$ cat config.mk
export PLATFORM = sky130hd
export DESIGN_NAME = triangle_scanline_spans_core_flat
export DESIGN_NICKNAME = d
export VERILOG_FILES = /design/src/hdl/tss_pkg.sv /design/src/hdl/tss_ifs.sv /design/src/hdl/tss_div.sv /design/src/hdl/triangle_scanline_spans_core.sv /design/src/flat_wrapper.sv
export VERILOG_INCLUDE_DIRS = /design/src /design/src/hdl
export SDC_FILE = /design/constraint.sdc
export NUM_CORES = 1
export LEC_CHECK = 0
export BUFFER_PORTS_ARGS = -buffer_cell sky130_fd_sc_hd__buf_2
export CORE_MARGIN = 4
export CORE_UTILIZATION = 50
export DETAILED_ROUTE_END_ITERATION = 8
export GPL_TIMING_DRIVEN = 0
export PLACE_DENSITY_LB_ADDON = 0.12
export SYNTH_ARGS = -nofsm -noshare
export SYNTH_HDL_FRONTEND = slang
export SYNTH_SLANG_ARGS = --single-unit
$ cat constraint.sdc
create_clock -name clk -period 9.3 [get_ports clk]
set_clock_uncertainty 0.2 [all_clocks]
set_input_delay 1.86 -clock clk [delete_from_list [all_inputs] [get_ports clk]]
set_output_delay 1.86 -clock clk [all_outputs]
set_load 0.005 [all_outputs]
$ cat src/hdl/assert_macros.svh
// ----------------------------------------------------------------------------
// Assertion macros
// Concurrent assertion wrappers shared by the RTL; they compile away when
// the synthesis macro is set.
// ----------------------------------------------------------------------------
`ifndef ASSERT_MACROS_SVH
`define ASSERT_MACROS_SVH
`ifndef SYNTHESIS
// Check on every clock edge outside reset
`define TSS_ASSERT(label, clk, rst, prop, msg) \
  label: assert property (@(posedge clk) disable iff (rst) prop) else $error(msg);
// Check on every clock edge, reset included
`define TSS_ASSERT_ALWAYS(label, clk, prop, msg) \
  label: assert property (@(posedge clk) prop) else $error(msg);
`else
`define TSS_ASSERT(label, clk, rst, prop, msg)
`define TSS_ASSERT_ALWAYS(label, clk, prop, msg)
`endif
`endif

$ cat src/hdl/tss_pkg.sv
// ----------------------------------------------------------------------------
// tss_pkg
// Shared widths, defaults, divider handshake types and output saturation.
// ----------------------------------------------------------------------------
`default_nettype none
package tss_pkg;

  localparam int XW  = 14;     // vertex x width
  localparam int YW  = 10;     // vertex y width
  localparam int RW  = 6;      // row field width
  localparam int SW  = 19;     // span x width
  localparam int DVW = 22;     // dividend magnitude width (|dx| * 256)
  localparam int QW  = 23;     // signed slope width
  localparam int AW  = 32;     // running edge accumulator width
  localparam int CW  = 11;     // scanline counter width

  localparam int TILE_ROWS_DEF     = 64;
  localparam int SUBPIXEL_BITS_DEF = 4;

  localparam logic signed [AW-1:0] SPAN_MAX = 32'sd262143;
  localparam logic signed [AW-1:0] SPAN_MIN = -32'sd262144;

  typedef struct packed {
    logic           start;
    logic [DVW-1:0] dividend;
    logic [YW-1:0]  divisor;
    logic           neg;
  } div_req_t;

  typedef struct packed {
    logic                  done;
    logic                  busy;
    logic signed [QW-1:0]  quo;
  } div_rsp_t;

  // Clamp an accumulator to the span output range
  function automatic logic signed [SW-1:0] sat_span(input logic signed [AW-1:0] v);
    logic signed [AW-1:0] c;
    c = v;
    if (v > SPAN_MAX) c = SPAN_MAX;
    if (v < SPAN_MIN) c = SPAN_MIN;
    return c[SW-1:0];
  endfunction

endpackage
`default_nettype wire

$ cat src/hdl/tss_ifs.sv
// ----------------------------------------------------------------------------
// tss channel interfaces
// Triangle input channel and span output channel, valid/ready.
// ----------------------------------------------------------------------------
`default_nettype none
interface tss_tri_if;
  logic                      valid;
  logic                      ready;
  logic [tss_pkg::XW-1:0]    ax;
  logic [tss_pkg::YW-1:0]    ay;
  logic [tss_pkg::XW-1:0]    bx;
  logic [tss_pkg::YW-1:0]    by;
  logic [tss_pkg::XW-1:0]    cx;
  logic [tss_pkg::YW-1:0]    cy;
  modport source (output valid, ax, ay, bx, by, cx, cy, input ready);
  modport sink   (input valid, ax, ay, bx, by, cx, cy, output ready);
endinterface

interface tss_span_if;
  logic                          valid;
  logic                          ready;
  logic [tss_pkg::RW-1:0]        row;
  logic signed [tss_pkg::SW-1:0] span_x_first;
  logic signed [tss_pkg::SW-1:0] span_x_second;
  logic                          last_span;
  modport source (output valid, row, span_x_first, span_x_second, last_span, input ready);
  modport sink   (input valid, row, span_x_first, span_x_second, last_span, output ready);
endinterface
`default_nettype wire

$ cat src/hdl/tss_div.sv
// ----------------------------------------------------------------------------
// tss_div
// Restoring divider, one quotient bit per cycle; sign applied at the end.
// ----------------------------------------------------------------------------
`default_nettype none
module tss_div (
  input  wire logic              clk,
  input  wire logic              rst,
  input  wire tss_pkg::div_req_t req,
  output tss_pkg::div_rsp_t      rsp
);

  localparam int NSTEP = tss_pkg::DVW;
  localparam int CNW   = $clog2(NSTEP);

  logic [tss_pkg::YW-1:0]  rem;
  logic [tss_pkg::YW-1:0]  dvs;
  logic [tss_pkg::DVW-1:0] quo;
  logic [CNW-1:0]          cnt;
  logic                    busy;
  logic                    done;
  logic                    neg;

  logic [tss_pkg::YW:0]    trial;
  logic [tss_pkg::YW:0]    diff;
  logic                    take;

  // Shift in the next dividend bit and try the subtract
  always_comb begin
    trial = {rem, quo[tss_pkg::DVW-1]};
    diff  = trial - {1'b0, dvs};
    take  = (trial >= {1'b0, dvs});
  end

  always_ff @(posedge clk) begin
    if (rst) begin
      busy <= 1'b0;
      done <= 1'b0;
      cnt  <= '0;
    end else begin
      done <= 1'b0;
      if (req.start) begin
        busy <= 1'b1;
        cnt  <= '0;
        rem  <= '0;
        quo  <= req.dividend;
        dvs  <= req.divisor;
        neg  <= req.neg;
      end else if (busy) begin
        rem <= take ? diff[tss_pkg::YW-1:0] : trial[tss_pkg::YW-1:0];
        quo <= {quo[tss_pkg::DVW-2:0], take};
        cnt <= cnt + 1'b1;
        if (cnt == CNW'(NSTEP - 1)) begin
          busy <= 1'b0;
          done <= 1'b1;
        end
      end
    end
  end

  // Apply sign to the magnitude quotient (truncation toward zero)
  always_comb begin
    rsp.done = done;
    rsp.busy = busy;
    rsp.quo  = neg ? -$signed({1'b0, quo}) : $signed({1'b0, quo});
  end

endmodule
`default_nettype wire

$ cat src/hdl/triangle_scanline_spans_core.sv
// Flow: after a triangle is accepted, three slope divisions run in turn on the one
// divider, then setup, then one span beat per cycle while the output is taken.
// A new triangle is accepted only in idle, once the walk of the previous one has
// issued its last span; the shared divider and the scanline walk both set the rate.
// Reset: synchronous active-high rst returns the sequencer to idle and empties
// the output register.
// ----------------------------------------------------------------------------
// triangle_scanline_spans_core
// Sorts vertices, divides out the slope of each edge on the single shared divider,
// then walks scanlines emitting a span beat for each row.
// ----------------------------------------------------------------------------
`default_nettype none
`include "assert_macros.svh"
module triangle_scanline_spans_core #(
  parameter int TILE_ROWS     = tss_pkg::TILE_ROWS_DEF,
  parameter int SUBPIXEL_BITS = tss_pkg::SUBPIXEL_BITS_DEF
) (
  input wire logic   clk,
  input wire logic   rst,
  tss_tri_if.sink    tri_in,
  tss_span_if.source span_out
);

  localparam int XW = tss_pkg::XW;
  localparam int YW = tss_pkg::YW;
  localparam int CW = tss_pkg::CW;
  localparam int AW = tss_pkg::AW;
  localparam int QW = tss_pkg::QW;
  localparam int QSH = 8 - SUBPIXEL_BITS;
  localparam logic [CW-1:0] CEIL_ADD = CW'((1 << SUBPIXEL_BITS) - 1);
  localparam logic [CW-1:0] ROWS_L   = CW'(TILE_ROWS);

  typedef enum logic [3:0] {
    IDLE  = 4'b0001,
    DIV   = 4'b0010,
    SETUP = 4'b0100,
    WALK  = 4'b1000
  } state_t;

  state_t state;

  logic [XW-1:0] vx [3];
  logic [YW-1:0] vy [3];
  logic signed [QW-1:0] slope [3];
  logic [1:0]    idx;
  logic          div_start;
  logic [CW-1:0] y, ym, ye;
  logic signed [AW-1:0] cur1, cur2;

  tss_pkg::div_req_t dreq;
  tss_pkg::div_rsp_t drsp;

  // Sorted vertices at the input
  logic [XW-1:0] sx [3];
  logic [YW-1:0] sy [3];
  logic [XW-1:0] tx;
  logic [YW-1:0] ty;

  always_comb begin
    tx = '0;
    ty = '0;
    sx[0] = tri_in.ax; sy[0] = tri_in.ay;
    sx[1] = tri_in.bx; sy[1] = tri_in.by;
    sx[2] = tri_in.cx; sy[2] = tri_in.cy;
    if (sy[0] > sy[1]) begin
      tx = sx[0]; ty = sy[0]; sx[0] = sx[1]; sy[0] = sy[1]; sx[1] = tx; sy[1] = ty;
    end
    if (sy[0] > sy[2]) begin
      tx = sx[0]; ty = sy[0]; sx[0] = sx[2]; sy[0] = sy[2]; sx[2] = tx; sy[2] = ty;
    end
    if (sy[1] > sy[2]) begin
      tx = sx[1]; ty = sy[1]; sx[1] = sx[2]; sy[1] = sy[2]; sx[2] = tx; sy[2] = ty;
    end
  end

  // Pick the edge endpoints for the current division
  logic [XW-1:0] px, qx;
  logic [YW-1:0] py, qy;
  logic signed [XW:0] dx;
  logic [XW-1:0] dxm;
  logic [YW-1:0] dy;

  always_comb begin
    unique case (idx)
      2'd0:    begin px = vx[0]; py = vy[0]; qx = vx[1]; qy = vy[1]; end
      2'd1:    begin px = vx[0]; py = vy[0]; qx = vx[2]; qy = vy[2]; end
      default: begin px = vx[1]; py = vy[1]; qx = vx[2]; qy = vy[2]; end
    endcase
    dx  = $signed({1'b0, qx}) - $signed({1'b0, px});
    dxm = dx[XW] ? XW'(-dx) : dx[XW-1:0];
    dy  = qy - py;
    dreq.start    = div_start;
    dreq.dividend = {dxm, 8'd0};
    dreq.divisor  = dy;
    dreq.neg      = dx[XW];
  end

  tss_div u_div (
    .clk (clk),
    .rst (rst),
    .req (dreq),
    .rsp (drsp)
  );

  // Scanline bounds and start x from the sorted vertices
  logic [CW-1:0] y0_c, ym_c, ye_c;
  logic signed [AW-1:0] x1_q8, x2_q8;

  always_comb begin
    y0_c  = (CW'(vy[0]) + CEIL_ADD) >> SUBPIXEL_BITS;
    ym_c  = (CW'(vy[1]) + CEIL_ADD) >> SUBPIXEL_BITS;
    ye_c  = (CW'(vy[2]) + CEIL_ADD) >> SUBPIXEL_BITS;
    x1_q8 = AW'(vx[0]) << QSH;
    x2_q8 = AW'(vx[1]) << QSH;
  end

  // Walk step: short edge restarts at the middle vertex on its row
  logic step, last_now, upper;
  logic signed [AW-1:0] short_now, short_slope;
  logic [CW-1:0] y_inc;

  always_comb begin
    step        = (state == WALK) && (!span_out.valid || span_out.ready);
    upper       = (y < ym);
    short_now   = (y == ym) ? x2_q8 : cur1;
    short_slope = upper ? AW'(slope[0]) : AW'(slope[2]);
    y_inc       = y + 1'b1;
    last_now    = (y_inc == ye) || (y_inc == ROWS_L);
  end

  assign tri_in.ready = (state == IDLE);

  always_ff @(posedge clk) begin
    if (rst) begin
      state          <= IDLE;
      div_start      <= 1'b0;
      idx            <= '0;
      span_out.valid <= 1'b0;
    end else begin
      div_start <= 1'b0;
      // Drop the beat once taken unless a new one replaces it
      if (span_out.valid && span_out.ready && !step) span_out.valid <= 1'b0;
      unique case (state)
        IDLE: begin
          if (tri_in.valid) begin
            for (int i = 0; i < 3; i++) begin
              vx[i] <= sx[i];
              vy[i] <= sy[i];
            end
            idx       <= '0;
            div_start <= 1'b1;
            state     <= DIV;
          end
        end
        DIV: begin
          // Store each slope; flat edges get zero
          if (drsp.done) begin
            slope[idx] <= (dy == '0) ? '0 : drsp.quo;
            if (idx == 2'd2) begin
              state <= SETUP;
            end else begin
              idx       <= idx + 1'b1;
              div_start <= 1'b1;
            end
          end
        end
        SETUP: begin
          y    <= y0_c;
          ym   <= ym_c;
          ye   <= ye_c;
          cur1 <= x1_q8;
          cur2 <= x1_q8;
          if (y0_c >= ye_c || y0_c >= ROWS_L) state <= IDLE;
          else                                state <= WALK;
        end
        WALK: begin
          // Emit one span beat and advance both edges
          if (step) begin
            span_out.valid         <= 1'b1;
            span_out.row           <= y[tss_pkg::RW-1:0];
            span_out.span_x_first  <= tss_pkg::sat_span(short_now);
            span_out.span_x_second <= tss_pkg::sat_span(cur2);
            span_out.last_span     <= last_now;
            cur1 <= short_now + short_slope;
            cur2 <= cur2 + AW'(slope[1]);
            y    <= y_inc;
            if (last_now) state <= IDLE;
          end
        end
        default: state <= IDLE;
      endcase
    end
  end

  `TSS_ASSERT(a_ready_div_idle, clk, rst, tri_in.ready |-> !drsp.busy, "accept while dividing")
  `TSS_ASSERT(a_done_in_div, clk, rst, drsp.done |-> state == DIV, "divider done outside DIV")
  `TSS_ASSERT(a_last_ends, clk, rst, (step && last_now) |=> (state == IDLE), "walk not ended")
  `TSS_ASSERT(a_walk_rows, clk, rst, (state == WALK) |-> (y < ye && y < ROWS_L), "walk row")

endmodule
`default_nettype wire
$ cat src/flat_wrapper.sv
// flat-port wrapper written by rule: the top's interface ports become plain ports
module triangle_scanline_spans_core_flat 
#(
  parameter int TILE_ROWS     = tss_pkg::TILE_ROWS_DEF,
  parameter int SUBPIXEL_BITS = tss_pkg::SUBPIXEL_BITS_DEF
)
  (clk, rst, tri_in_valid, tri_in_ax, tri_in_ay, tri_in_bx, tri_in_by, tri_in_cx, tri_in_cy, tri_in_ready, span_out_valid, span_out_row, span_out_span_x_first, span_out_span_x_second, span_out_last_span, span_out_ready);
  tss_tri_if tri_in_i ();
  tss_span_if span_out_i ();
  input wire logic clk;
  input wire logic rst;
  input wire logic [$bits(tri_in_i.valid)-1:0] tri_in_valid;
  input wire logic [$bits(tri_in_i.ax)-1:0] tri_in_ax;
  input wire logic [$bits(tri_in_i.ay)-1:0] tri_in_ay;
  input wire logic [$bits(tri_in_i.bx)-1:0] tri_in_bx;
  input wire logic [$bits(tri_in_i.by)-1:0] tri_in_by;
  input wire logic [$bits(tri_in_i.cx)-1:0] tri_in_cx;
  input wire logic [$bits(tri_in_i.cy)-1:0] tri_in_cy;
  output wire logic [$bits(tri_in_i.ready)-1:0] tri_in_ready;
  output wire logic [$bits(span_out_i.valid)-1:0] span_out_valid;
  output wire logic [$bits(span_out_i.row)-1:0] span_out_row;
  output wire logic [$bits(span_out_i.span_x_first)-1:0] span_out_span_x_first;
  output wire logic [$bits(span_out_i.span_x_second)-1:0] span_out_span_x_second;
  output wire logic [$bits(span_out_i.last_span)-1:0] span_out_last_span;
  input wire logic [$bits(span_out_i.ready)-1:0] span_out_ready;
  assign tri_in_i.valid = tri_in_valid;
  assign tri_in_i.ax = tri_in_ax;
  assign tri_in_i.ay = tri_in_ay;
  assign tri_in_i.bx = tri_in_bx;
  assign tri_in_i.by = tri_in_by;
  assign tri_in_i.cx = tri_in_cx;
  assign tri_in_i.cy = tri_in_cy;
  assign tri_in_ready = tri_in_i.ready;
  assign span_out_valid = span_out_i.valid;
  assign span_out_row = span_out_i.row;
  assign span_out_span_x_first = span_out_i.span_x_first;
  assign span_out_span_x_second = span_out_i.span_x_second;
  assign span_out_last_span = span_out_i.last_span;
  assign span_out_i.ready = span_out_ready;
  triangle_scanline_spans_core #(.TILE_ROWS(TILE_ROWS), .SUBPIXEL_BITS(SUBPIXEL_BITS)) u_core (.clk(clk), .rst(rst), .tri_in(tri_in_i), .span_out(span_out_i));
endmodule
# After elaboration in Yosys (flattened, before gate mapping)
# Memories as Yosys holds them, arrays and structs flattened.
# Cells that the tools add are included.
dict set report op_classes {
  n_addsub 13
  order_cmp 11
  eq_ne 16
  n_mux 58
  bitwise_logic 2
  n_reduce_logical 23
}
# operator n
set ops {}
lappend ops {{two-way mux 32 bit} 4}
lappend ops {{one-hot mux 32 bit (2 select lines)} 2}
lappend ops {{two-way mux 14 bit} 5}
lappend ops {{greater-than comparator 32 x 19 -> 1 bit (second input constant)} 2}
lappend ops {{< comparator 32 x 19 -> 1 bit (second input constant)} 2}
lappend ops {{two-way mux 10 bit} 6}
lappend ops {{two-way mux 28 bit} 2}
lappend ops {{two-way mux 23 bit} 2}
lappend ops {{two-way mux 22 bit} 2}
lappend ops {{two-way mux 20 bit} 2}
lappend ops {{two-way mux 19 bit} 2}
lappend ops {{adder 10 x 4 -> 11 bit (second input constant)} 3}
lappend ops {{adder 32 x 23 -> 32 bit} 1}
lappend ops {{adder 32 bit} 1}
lappend ops {{greater-than comparator 10 bit} 3}
lappend ops {{two-way mux 4 bit} 6}
lappend ops {{negation 22 -> 23 bit} 1}
lappend ops {{equality test 11 x 7 -> 1 bit} 2}
lappend ops {{one-hot mux 11 bit (2 select lines)} 1}
lappend ops {{subtractor 10 bit} 2}
lappend ops {{two-way mux 1 bit} 17}
lappend ops {{one-hot mux 4 bit (4 select lines)} 1}
lappend ops {{subtractor 14 x 14 -> 15 bit} 1}
lappend ops {{negation 14 bit} 1}
lappend ops {{34 further kinds} 52}
dict set report word_totals {
  regBits 192
  mem_bits_rw 141
  out_inout_bits 47
  mem_count 3
}
# memory words width read_ports rd_clocked_by_memory_dff write_ports line
set memory_table {}
lappend memory_table {u_core.slope 3 23 3 0 1 triangle_scanline_spans_core.sv:44} ;# logic signed [QW-1:0] slope [3];
lappend memory_table {u_core.vx 3 14 3 0 3 triangle_scanline_spans_core.sv:42} ;# logic [XW-1:0] vx [3];
lappend memory_table {u_core.vy 3 10 3 0 3 triangle_scanline_spans_core.sv:43} ;# logic [YW-1:0] vy [3];

# Depth between registers and ports, before layout
# Gate-level depths: netlist of the first run.
dict set report logic_depth {
  word_depth 8
  ltp_mapped 30
  ltp_nobuf 26
}

# By module
# From an unflattened synthesis of the first run, not the netlist that was laid out.
dict set report hier_totals {
  hier_cells 2011
  hier_area_um2 21262.9
}
# mod n_inst cells_each area_each_um2 seq_area_each_um2
set modules_own_cells {}
lappend modules_own_cells {triangle_scanline_spans_core 1 1754 18335.1 8418.1}
lappend modules_own_cells {tss_div 1 257 2927.8 1431.4}

# Worst setup path before layout of the first run
# Ideal clock, no wire load.
dict set report synth_path {
  kind {input to register}
  from {input port tri_in_by[3]}
  to {memory u_core.vx[1][3] (netlist: u_core.vx[0][17]), data pin}
  setup_time_ns 0.258
  arrival_ns 7.092
  required_time_ns 8.842
  setup_slack_ns 1.750
  stages 28
  n_path_buf 4
  path_cell_list {inv_1 ha_1 a21o_1 a21o_1 a21oi_1 o211a_1 or2_1 buf_2 buf_2 o21ai_1 ha_1 a21o_1 a21o_1 a21oi_1 o211ai_1 nand2_1 clkbuf_1 mux2i_1 ha_1 nand4_1 nor2_1 a221oi_1 o21ai_1 nand2_1 mux2i_1 clkbuf_1 nand2b_1 o221a_2}
}
# element line
set synth_rtl {}
lappend synth_rtl {{start: declaration} flat_wrapper.sv:16} ;# input wire logic [$bits(tri_in_i.by)-1:0] tri_in_by;
lappend synth_rtl {{end: declaration} triangle_scanline_spans_core.sv:42}

==> results.json, run 1 <==
{
  "status": "completed",
  "fp.dieH_um": 216,
  "fin_nets": 2449,
  "ys_types": 82,
  "drive_gt1_share_pct": 14.3,
  "numCtsBuffers": 37,
  "cp_data_required_time_ns": 9.38,
  "io_pins": 123,
  "synth_nets": 2279,
  "hold_path.class": "reg2reg",
  "place_area_um2": 23100,
  "synth_most_common_cell": "edfxtp_1",
  "core_area_um2": 42300,
  "cts_tree": "done",
  "ys_ff_latch": 333,
  "ant_nets": 0,
  "synth_edf_count": 318,
  "die_width_um": 216,
  "dp.cells": 2758,
  "highest_layer": "met4",
  "area_delta_synth_final_pct": 12.4,
  "max_freq_ghz": 0.116,
  "synth.cell_area_um2": 21600,
  "synth_area_per_cell_um2": 10.5,
  "grt_first_pass_wirelength_mm": 87.5,
  "cts_max_level": 2,
  "cp_common_cell": "a21o_1",
  "dp_hpwl_mm": 43.6,
  "nFillCells": 3645,
  "period_needed_ns": 8.62,
  "port_buffers": 122,
  "clk_pin_slew_ns": 0.06,
  "crit_arrival_ns": 8.71,
  "synth_common_cells": "edfxtp_1 (318), nor2_1 (195), ha_1 (148), a21oi_1 (129), inv_1 (128)",
  "holdPathStages": 2,
  "tightestPinTransition_ns": 1.16,
  "antenna_found_initial": 0,
  "p_total_uw": 3940,
  "p_leak_uw": 0.00960,
  "maxCapViolations": 0,
  "place.gp.congestion": 0.919,
  "rsz0062_at_grt": "no",
  "fin_tns_setup_ns": 0,
  "drt_iter0_markers": 1202,
  "cts-root-buf": "clkbuf_16",
  "grt_max_degree": 61,
  "cts.sink_count": 333,
  "vdd_ir_drop_max_v": 0.000101,
  "synth_top_cell_area_share_pct": 44.3,
  "final_hold_viol_count": 0,
  "yosysSeqAreaShare_pct": 45.7,
  "route.detailed.drc": 0,
  "synthCells": 2050,
  "finalInstanceArea_um2": 24200,
  "synth_warnings": 0,
  "slowest_stage": "mux2i_1",
  "start_kind": "input port",
  "start_util_pct": 51.0,
  "worstRegToRegCells": 16,
  "clkLatencyLatePin_ns": 0.55,
  "wl_met1_mm": 24.9,
  "ctsResizeCount": 0,
  "avgRoutedWirePerCell_um": 19.7,
  "rows": 75,
  "endpoint_kind": "register",
  "setup_viol": 0,
  "multi_input_area_um2": 11000,
  "cts_buffer_depth": 3,
  "path_class": "in2reg",
  "synth_area_leaders": "edfxtp_1 (44%), ha_1 (8.6%), mux2i_1 (5.0%)",
  "final_cells": 2823,
  "post_cts_buffers": 0,
  "worst_path_largest_cell_delay_ns": 0.56,
  "grtUsageTotal_pct": 23.5,
  "via_count": 16265,
  "slew-limit-headroom_pct": 22.9,
  "viasPerCell": 5.76,
  "fin_crit_sh_pct": 92.7,
  "worstPathMaxFanout": 10,
  "die-area_um2": 46500,
  "regArea_um2": 9850,
  "async_flop_share_pct": 0,
  "wl_met3_mm": 2.94,
  "drt-total-wl_mm": 55.5,
  "hold_buffers": 0,
  "hold-worst-slack_ns": 0.312,
  "grt_pass1_vias": 16046,
  "synthFlopType": "edfxtp_1",
  "yosys.area.top_type": "edfxtp_1",
  "slew_viol_final": 0,
  "dr.pass1.iters": 5,
  "power.density_nw_per_um2": 162,
  "wl_met2_mm": 26.3,
  "grt-ovfl-total": 0
}
report_power, final:
part           switching, uW  leakage [uW]  internal (uW)  total [uW]
logic                    447       0.00602            298         745
registers               39.3       0.00303           1730        1770
clock network            601      0.000556            823        1420
per-layer routing:
layer,up-vias,global-route usage (%)
li1,7934,-
met1,7802,32.5
met2,446,39.2
met3,83,2.98
met4,0,6.31
met5,-,0
placed cells by master (no fill, tap or decap), types with 17 or more instances in the layout:
| master | count |
|---|---|
| a31oi_1 | 17 |
| nand2b_1 | 32 |
| a21o_1 | 46 |
| o21a_1 | 33 |
| xnor2_1 | 63 |
| clkbuf_16 | 39 |
| a21oi_1 | 129 |
| nand4_1 | 29 |
| nand2_1 | 101 |
| o21ai_0 | 104 |
| nor2_1 | 193 |
| a211oi_1 | 20 |
| nor2b_1 | 24 |
| nor3_1 | 29 |
| o31ai_1 | 18 |
| ha_1 | 148 |
| and2_1 | 33 |
| edfxtp_1 | 318 |
| xor2_1 | 62 |
| mux2_2 | 58 |
| mux2i_1 | 107 |
| nor2_2 | 20 |
| buf_2 | 128 |
| nand3_1 | 33 |
| clkbuf_1 | 61 |
| inv_1 | 128 |
through the flow:
step           util, %  setup WS, ns
2_1_floorplan        -          1.75
3_3_place_gp      54.1        -0.681
3_5_place_dp      54.5         0.138
4_1_cts           57.3         0.702
5_1_grt           57.3         0.215
6_report          57.3         0.676
critical path, delay by kind of cell:
| kind | cells | cell delay (ns) |
|---|---|---|
| AOI/OAI and AO/OA | 12 | 2.16 |
| buffers and inverters | 6 | 1.66 |
| muxes | 2 | 1.01 |
| and+or+nand+nor | 6 | 1.06 |
| adders and majority gates | 3 | 0.94 |
final timing paths:
| path | start | to | slack (ns) |
|---|---|---|---|
| worst max-delay path | tri_in_by[3] | u_core.vx[0][21] | 0.68 |
| worst min-delay path | u_core.u_div.cnt[4] | u_core.u_div.done | 0.31 |
| worst max register to register | u_core.idx[1] | u_core.u_div.quo[20] | 3.23 |
| worst min register to register | u_core.u_div.cnt[4] | u_core.u_div.done | 0.31 |
sequential cells by signal, indices dropped and copies added, names as in the netlist, 11 cells and up:
register and count:
u_core.vx 42, u_core.cur1 32, u_core.vy 30, u_core.span_out.span_x_first 19
u_core.y 11, u_core.cur2 32, u_core.span_out.span_x_second 19, u_core.slope 69
u_core.u_div.quo 22
layout make-up:
class                      instances  area share (%)
antenna                            1          0.0103
buffer                            72            1.21
clock buffer                      47            4.15
clock inverter                    17           0.630
inverter                         130            2.01
multi-input combinational       1515            45.3
sequential                       333            40.6
tap                              577            2.98
timing repair buffer             131            3.06
logic make-up (layout without fill, tap and decap cells):
kind of cell	Yosys count	count (layout)	share of synthesized area (%)
adder cells (fa/ha/maj)	154	154	9.10
XOR/XNOR	128	128	5.39
flip-flops	333	333	45.7
other	0	1	0
AO/OA/AOI/OAI	490	490	14.9
buffers and inverters	202	397	3.62
multiplexers	165	165	7.99
AND/OR/NAND/NOR	578	578	13.4
Power figures use the tool's default switching activity.
==> run 2: changes to the inputs <==
Settings changed: CORE_UTILIZATION 50 to 40.
==> results.json, run 2 (same netlist as run 1, synthesis figures left out) <==
{
  "cp_common_cell": "a21o_1",
  "fin_nets": 2450,
  "die-area_um2": 57700,
  "clkLatencyLatePin_ns": 0.57,
  "n_antenna_cell": 0,
  "post_cts_buffers": 0,
  "crit_family": "compound AO/OA/AOI/OAI gates",
  "dp_hpwl_mm": 46.9,
  "path_class": "in2reg",
  "status": "completed",
  "start_kind": "input port",
  "hold_buffers": 0,
  "slew-limit-headroom_pct": 18.1,
  "holdPathStages": 2,
  "crit_arrival_ns": 8.63,
  "tightestPinTransition_ns": 1.23,
  "layout_commonest_cell": "edfxtp_1",
  "period_needed_ns": 8.52,
  "viasPerCell": 5.56,
  "antenna_found_initial": 0,
  "rows": 84,
  "final_util_pct": 46.3,
  "drt_iter0_markers": 1121,
  "top_register": "u_core.slope",
  "grt_max_degree": 57,
  "area_delta_synth_final_pct": 13.7,
  "numCtsBuffers": 39,
  "place_area_um2": 23200,
  "drt-total-wl_mm": 59.8,
  "path_depth": 29,
  "avgRoutedWirePerCell_um": 20.3,
  "port_buffers": 122,
  "cts_tree": "done",
  "reg_top3": "u_core.slope: 69 flops, u_core.vx: 42 flops",
  "clk_pin_slew_ns": 0.06,
  "ctsResizeCount": 0,
  "io_pins": 123,
  "fp.dieH_um": 240,
  "slowest_stage": "clkbuf_1",
  "final_cells": 2939,
  "pre_cts_ws_ns": 0.0994,
  "cts_max_level": 2,
  "finalInstanceArea_um2": 24500,
  "route.detailed.drc": 0,
  "worstPathMaxFanout": 10,
  "grt-ovfl-total": 0,
  "cts.sink_count": 333,
  "fin_tns_setup_ns": 0,
  "slew_viol_final": 0,
  "nFillCells": 4983,
  "crit_buf_inv": 6,
  "worst_path_largest_cell_delay_ns": 0.51,
  "p_leak_uw": 0.00968,
  "final_hold_viol_count": 0,
  "start_util_pct": 40.7,
  "vdd_ir_drop_max_v": 0.000114,
  "cts_buffer_depth": 3,
  "ant_nets": 0,
  "via_count": 16329,
  "core_area_um2": 53000,
  "grtUsageTotal_pct": 20.2,
  "fin_ws_ns": 0.784,
  "setup_viol": 0,
  "mostFrequentLayoutCells": "edfxtp_1 (318), nor2_1 (193), ha_1 (148), a21oi_1 (129)",
  "drive_gt1_share_pct": 14.3,
  "place.gp.congestion": 0.890,
  "die_width_um": 240,
  "power.density_nw_per_um2": 168,
  "endpoint_kind": "register",
  "dr.pass1.iters": 5,
  "grt_first_pass_wirelength_mm": 90.9,
  "fin_crit_sh_pct": 91.6,
  "cts-root-buf": "clkbuf_16",
  "grt_pass1_vias": 16027,
  "rsz0062_at_grt": "no",
  "worstRegToRegCells": 16,
  "maxCapViolations": 0,
  "largest_register_ff_count": 69,
  "max_freq_ghz": 0.117,
  "cp_data_required_time_ns": 9.41,
  "dp.cells": 2868,
  "hold_path.class": "reg2reg"
}
-- run 2: changes by cell type in the layout (fill, tap and decap cells not counted) --
cell	previous run	this run
bufinv_16	2	6
clkinvlp_4	4	0
clkinv_1	4	7
clkinv_2	5	8
clkinv_4	2	0
buf_6	7	6
clkbuf_1	61	62
clkbuf_16	39	40
clkinv_8	0	1
diode_2	1	0
-- run 2: per-layer routing --
layer  routed length [um]  global-route usage [%]
met5                    0                       0
met4                 1910                    6.61
met3                 2720                    3.60
met2                28100                    33.4
met1                27100                    27.1
-- run 2: where the power goes --
part | switching, uW | leakage, uW | internal (uW) | total (uW)
Combinational | 457 | 0.00601 | 298 | 755
Sequential | 40.0 | 0.00303 | 1730 | 1770
Clock | 626 | 0.000640 | 957 | 1580
Total | 1120 | 0.00968 | 2980 | 4110
-- run 2: cell type report --
class / instances / area, um^2 / area share (%)
Multi-Input combinational cell: 1515 / 11000 / 44.8
Sequential cell: 333 / 9850 / 40.2
Clock buffer: 49 / 1030 / 4.22
Tap cell: 688 / 861 / 3.51
Timing Repair Buffer: 130 / 731 / 2.98
Inverter: 130 / 488 / 1.99
Buffer: 72 / 293 / 1.19
Clock inverter: 22 / 268 / 1.09
-- run 2: final timing paths --
| kind | start | end | slack [ns] |
|---|---|---|---|
| max reg2reg | u_core.idx[1] | u_core.u_div.quo[21] | 3.19 |
| min reg2reg | u_core.u_div.cnt[4] | u_core.u_div.done | 0.29 |
| max | tri_in_by[3] | u_core.vx[0][21] | 0.78 |
| min | u_core.u_div.cnt[4] | u_core.u_div.done | 0.29 |
-- run 2: worst reg2reg max path: cells and delay by family, from the launching register on --
kind | cells | cell delay (ns)
DFF | 1 | 0.37
buffers and inverters | 4 | 1.43
and+or+nand+nor | 2 | 0.84
xor gates and xnor gates | 1 | 0.19
AOI/OAI and AO/OA | 6 | 1.95
adders and majority gates | 2 | 0.50
muxes | 1 | 0.38
-- run 2: stage by stage --
stage | hold WS, ns | total power [uW]
after CTS | 0.289 | 4150
after global routing | 0.339 | 4300
after floorplan | 0.251 | 2320
final | 0.288 | 4110
after detailed placement | 0.274 | 2550
after global placement | 0.278 | 2540
